`src/sv/tksel_pkg.sv`:
```
`timescale 1ns / 1ps

package tksel_pkg;

    localparam int TOP_COUNT_DEF = 16;
    localparam int ID_W          = 24;
    localparam int SCORE_W       = 32;

    // Request modes
    localparam logic MODE_OFFER = 1'b0;
    localparam logic MODE_DRAIN = 1'b1;

    // One held entry of the sorted chain
    typedef struct packed {
        logic               valid;
        logic [SCORE_W-1:0] score;
        logic [ID_W-1:0]    id;
    } t_entry;

    // Broadcast control to every cell
    typedef struct packed {
        logic ins;   // insert the offered entry
        logic shl;   // shift toward the head (drain)
    } t_cell_ctrl;

endpackage

```
`src/sv/tksel_cell.sv`:
```
`timescale 1ns / 1ps

module tksel_cell (
    input  logic                          i_clk,
    input  logic                          i_rst_n,
    input  tksel_pkg::t_cell_ctrl         i_ctrl,
    input  logic [tksel_pkg::SCORE_W-1:0] i_new_score,
    input  logic [tksel_pkg::ID_W-1:0]    i_new_id,
    input  tksel_pkg::t_entry             i_prev,
    input  logic                          i_prev_gt,
    input  tksel_pkg::t_entry             i_next,
    output tksel_pkg::t_entry             o_entry,
    output logic                          o_gt
);

    tksel_pkg::t_entry r_entry;
    tksel_pkg::t_entry n_entry;

    // New score goes ahead of this cell (strictly greater, or cell empty)
    assign o_gt = !r_entry.valid || (i_new_score > r_entry.score);

    always_comb begin
        n_entry = r_entry;
        if (i_ctrl.ins) begin
            if (o_gt && !i_prev_gt) begin
                n_entry.valid = 1'b1;
                n_entry.score = i_new_score;
                n_entry.id    = i_new_id;
            end else if (o_gt) begin
                n_entry = i_prev;
            end
        end else if (i_ctrl.shl) begin
            n_entry = i_next;
        end
    end

    // Only the valid bit is reset; payload is don't-care while invalid
    always_ff @(posedge i_clk) begin
        if (!i_rst_n) begin
            r_entry.valid <= 1'b0;
        end else begin
            r_entry.valid <= n_entry.valid;
        end
        r_entry.score <= n_entry.score;
        r_entry.id    <= n_entry.id;
    end

    assign o_entry = r_entry;

endmodule

```
`src/sv/top_k_score_selector_top.sv`:
```
`timescale 1ns / 1ps
// Offer request: accepted in any cycle with no drain running, stored at the accepting edge.
// Drain request: sets the drain flag, then results leave the output register, one per cycle while
//   the output is not stalled; requests are stalled for the length of the drain
//   (a drain of an empty store ends in the next cycle and gives no result).
// Cell chain compares all held entries in parallel, so offers sustain 1 per cycle while no drain runs.
// Synchronous active-low reset empties the chain and drops the output valid.
module top_k_score_selector_top #(
    parameter int TOP_COUNT = tksel_pkg::TOP_COUNT_DEF
) (
    input  logic                          i_clk,
    input  logic                          i_rst_n,
    input  logic                          i_in_valid,
    output logic                          o_in_stall,
    input  logic                          i_mode,
    input  logic [tksel_pkg::ID_W-1:0]    i_doc_id,
    input  logic [tksel_pkg::SCORE_W-1:0] i_score,
    output logic                          o_out_valid,
    input  logic                          i_out_stall,
    output logic [tksel_pkg::ID_W-1:0]    o_ranked_doc,
    output logic [tksel_pkg::SCORE_W-1:0] o_ranked_score,
    output logic                          o_last
);

    tksel_pkg::t_entry     w_ent  [TOP_COUNT+1];
    tksel_pkg::t_entry     w_prev [TOP_COUNT];
    logic                  w_gt   [TOP_COUNT+1];
    tksel_pkg::t_cell_ctrl w_ctrl;
    logic                  w_accept;
    logic                  w_emit;

    logic                          r_draining;
    logic                          r_out_valid;
    logic [tksel_pkg::ID_W-1:0]    r_out_doc;
    logic [tksel_pkg::SCORE_W-1:0] r_out_score;
    logic                          r_out_last;

    assign w_accept = i_in_valid && !r_draining;
    assign w_emit   = r_draining && w_ent[0].valid && (!r_out_valid || !i_out_stall);

    assign w_ctrl.ins = w_accept && (i_mode == tksel_pkg::MODE_OFFER);
    assign w_ctrl.shl = w_emit;

    // Chain ends: nothing ahead of the head, an empty slot past the tail
    assign w_gt[0]          = 1'b0;
    assign w_ent[TOP_COUNT] = '0;

    // Sorted cell chain, head holds the highest score
    for (genvar gi = 0; gi < TOP_COUNT; gi++) begin : g_cell
        if (gi == 0) begin : g_head
            assign w_prev[gi] = '0;
        end else begin : g_body
            assign w_prev[gi] = w_ent[gi-1];
        end

        tksel_cell u_cell (
            .i_clk       (i_clk),
            .i_rst_n     (i_rst_n),
            .i_ctrl      (w_ctrl),
            .i_new_score (i_score),
            .i_new_id    (i_doc_id),
            .i_prev      (w_prev[gi]),
            .i_prev_gt   (w_gt[gi]),
            .i_next      (w_ent[gi+1]),
            .o_entry     (w_ent[gi]),
            .o_gt        (w_gt[gi+1])
        );
    end

    // Drain control and output register
    always_ff @(posedge i_clk) begin
        if (!i_rst_n) begin
            r_draining  <= 1'b0;
            r_out_valid <= 1'b0;
        end else begin
            if (w_accept && (i_mode == tksel_pkg::MODE_DRAIN)) begin
                r_draining <= 1'b1;
            end else if (r_draining && (!w_ent[0].valid || (w_emit && !w_ent[1].valid))) begin
                r_draining <= 1'b0;
            end

            if (w_emit) begin
                r_out_valid <= 1'b1;
            end else if (!i_out_stall) begin
                r_out_valid <= 1'b0;
            end
        end

        if (w_emit) begin
            r_out_doc   <= w_ent[0].id;
            r_out_score <= w_ent[0].score;
            r_out_last  <= !w_ent[1].valid;
        end
    end

    assign o_in_stall     = r_draining;
    assign o_out_valid    = r_out_valid;
    assign o_ranked_doc   = r_out_doc;
    assign o_ranked_score = r_out_score;
    assign o_last         = r_out_last;

endmodule

```
`config.mk`:
```
export PLATFORM = sky130hd
export DESIGN_NAME = top_k_score_selector_top
export DESIGN_NICKNAME = d
export VERILOG_FILES = /design/src/sv/tksel_pkg.sv /design/src/sv/tksel_cell.sv /design/src/sv/top_k_score_selector_top.sv
export SDC_FILE = /design/constraint.sdc
export NUM_CORES = 2
export LEC_CHECK = 0
export ABC_AREA = 1
export BUFFER_PORTS_ARGS = -buffer_cell sky130_fd_sc_hd__buf_2
export CORE_AREA = 4 4 506 383
export CTS_BUF_LIST = sky130_fd_sc_hd__clkbuf_16
export DETAILED_ROUTE_END_ITERATION = 10
export DIE_AREA = 0 0 510 387
export MAX_ROUTING_LAYER = met4
export PLACE_DENSITY_LB_ADDON = 0.1
export SLEW_MARGIN = 20
export SYNTH_ARGS = -nofsm -noshare
export SYNTH_HDL_FRONTEND = slang
export SYNTH_SLANG_ARGS = --single-unit
```
`constraint.sdc`:
```
create_clock -name i_clk -period 15.1 [get_ports i_clk]
set_clock_uncertainty 0.1 [all_clocks]
set_input_delay 3.02 -clock i_clk [delete_from_list [all_inputs] [get_ports i_clk]]
set_output_delay 3.02 -clock i_clk [all_outputs]
set_load 0.02 [all_outputs]
```
==> flow_summary.json <==
{
  "stdcell_area_sq_mm": 0.0714,
  "worstMarginPinSlew_ns": 1.44,
  "ys_seq_area_share_pct": 44.1,
  "wl_um": 205000,
  "syn-cell-area_sq_mm": 0.0658,
  "status": "finished, final reports clean",
  "antenna_found_initial": 2,
  "grt_pass1_wl_um": 319000,
  "synth_nets": 9206,
  "maxSlewHeadroom_pct": 3.81,
  "first_pass_iters": 6,
  "fin_util_pct": 37.9,
  "fin_ws_ns": 7.15,
  "ys.flop_type": "edfxtp_1",
  "finalCritPeriodShare_pct": 52.6,
  "synth_area_leaders": "edfxtp_1, nand2_1, nand3_1",
  "finalSetupViolations": 0,
  "cts_tree": "yes",
  "path_max_fanout": 198,
  "dpl_worst_slack_ns": 6.44,
  "drive_gt1_share_pct": 4.85,
  "dr.first_iter.drc_count": 5635,
  "synth-edff-count": 953,
  "grt_start_max_net_pins": 214,
  "antenna_cells": 0,
  "critPathKind": "input pin to flip-flop",
  "ctsLongestPathBuffers": 3,
  "grt_usage_pct": 20.7,
  "gp_congestion": 0.858,
  "dieArea_sq_mm": 0.197,
  "max_freq_mhz": 126,
  "avgSynthCellArea_sq_um": 7.62,
  "yosys.area.top_type": "edfxtp_1",
  "path_clk_slew_ns": 0.06,
  "start_util_pct": 34.9,
  "area_growth_pct": 8.50,
  "async_reset_ff_share_pct": 0,
  "cts.htree.levels": 3,
  "place_area_sq_mm": 0.0679,
  "hold_ws_ns": 0.346,
  "drv_cap": 0,
  "num-nets-final": 8986,
  "root_buffer": "clkbuf_16",
  "endpoint_kind": "flip-flop",
  "io_buffers": 119,
  "routed_wire_length_per_instance_um": 18.6,
  "overflow": 0,
  "post_cts_buffers": 0,
  "insertion_delay_ns": 0.75,
  "synth_warnings": 0,
  "hold_path.class": "flip-flop to flip-flop",
  "power_leakage_nw": 34.6,
  "vias_per_cell": 4.98,
  "cts_buffers": 114,
  "drtAntennaViolNets": 0,
  "required_ns": 15.58,
  "ir_drop_mv": 0.0819,
  "core_sq_mm": 0.188,
  "cts.sinks": 971,
  "finalHoldViolCount": 0,
  "ys_types": 26,
  "grt_pass1_vias": 50848,
  "ios": 120,
  "drc_errors": 0,
  "rsz0062_at_grt": "false",
  "hpwl_um": 150000,
  "vias": 54963,
  "rows": 138,
  "cts_resized": 0,
  "cp-start-kind": "input pin",
  "tns_ns": 0,
  "yosys.area.top_type_share_pct": 43.5,
  "fp.dieH_um": 387,
  "timing.final.crit_period_ns": 7.95,
  "critPathArrivalTime_ns": 8.43,
  "drv_slew": 0,
  "hold_buffers": 0,
  "ys_ff_latch": 971,
  "dieWidth_um": 510,
  "power.density_mw_per_mm2": 100,
  "synthCells": 8633
}
==> worst paths after layout <==
kind                                startpoint                             to  slack [ns]  depth (start not counted)
hold / removal    g_cell[0].u_cell.o_entry[46]             o_ranked_score[22]        0.35                          0
setup reg to reg                    o_in_stall  g_cell[15].u_cell.o_entry[41]        9.13                          9
setup / recovery                        i_mode  g_cell[15].u_cell.o_entry[41]        7.15                         10
hold reg to reg   g_cell[0].u_cell.o_entry[46]             o_ranked_score[22]        0.35                          0
==> worst max-delay path, stage by stage <==
cell     delay [ns]
buf_2          0.12
nor3_4         0.32
buf_12         0.62
buf_4          0.84
buf_4          0.72
buf_4          0.73
buf_12         0.65
buf_4          0.76
nand2_1        0.16
nor2_1         0.13
==> per-layer routing <==
metal / GRT usage (%) / vias to the layer above / wire length (um)
met5: - / - / 0
met4: 2.96 / 0 / 2730
met3: 2.48 / 175 / 13400
met2: 24.5 / 1677 / 71200
met1: 36.1 / 25302 / 118000
li1: - / 27809 / -
==> Yosys cell counts (37+ instances only) <==
library cell	number
a21oi_1	277
buf_2	171
buf_4	37
clkbuf_1	287
edfxtp_1	953
ha_1	512
inv_1	1082
nand2_1	3127
nand3_1	1678
nand4_1	39
nor2_1	212
o21ai_0	120
==> registers in the layout, summed over array words and instances (netlist names) <==
register	count
o_ranked_score	32
o_out_valid	1
o_in_stall	1
o_ranked_doc	24
g_cell.u_cell.o_entry	912
o_last	1
==> placed cells by master, fill, tap and decap left out, types with 19 or more instances in the layout <==
cell and n:
clkinv_2 19, buf_4 75, inv_1 1101, o21ai_0 119
nand2_1 3098, a21oi_1 273, buf_2 119, o21a_1 22
nor2_1 211, nand4_1 39, clkinv_1 38, ha_1 512
nand3_1 1678, clkbuf_16 116, edfxtp_1 953
==> where the power goes <==
part	switching (mW)	total, mW	leakage [nW]	internal, mW
Combinational	0.879	1.24	23.7	0.360
Sequential	0.0996	3.28	9.11	3.18
Clock	1.20	2.65	1.84	1.45
Total	2.18	7.17	34.6	5.00
==> per-stage QoR <==
stage / std cells / power, mW
after floorplan: 8633 / 4.18
after global placement: 10817 / 4.54
after detailed placement: 10817 / 4.57
after CTS: 11034 / 7.25
after global routing: 11034 / 7.56
final: 11034 / 7.17
==> cells by family after synthesis <==
logic type / Yosys count / share of synthesized area (%)
AND/OR/NAND/NOR: 5086 / 32.5
buffers and inverters: 1618 / 10.1
flip-flops: 971 / 44.1
adder cells (fa/ha/maj): 512 / 9.74
AO/OA/AOI/OAI: 446 / 3.60
==> cell type report <==
type                            count  area (sq um)
Fill cell                       19805        117000
Timing Repair Buffer              198          1230
Inverter                         1084          4080
Clock buffer                      116          2900
Multi-Input combinational cell   6044         30500
Tap cell                         2520          3150
Sequential cell                   971         29000
Clock inverter                    101           557
(Power assumes the default switching activity.)
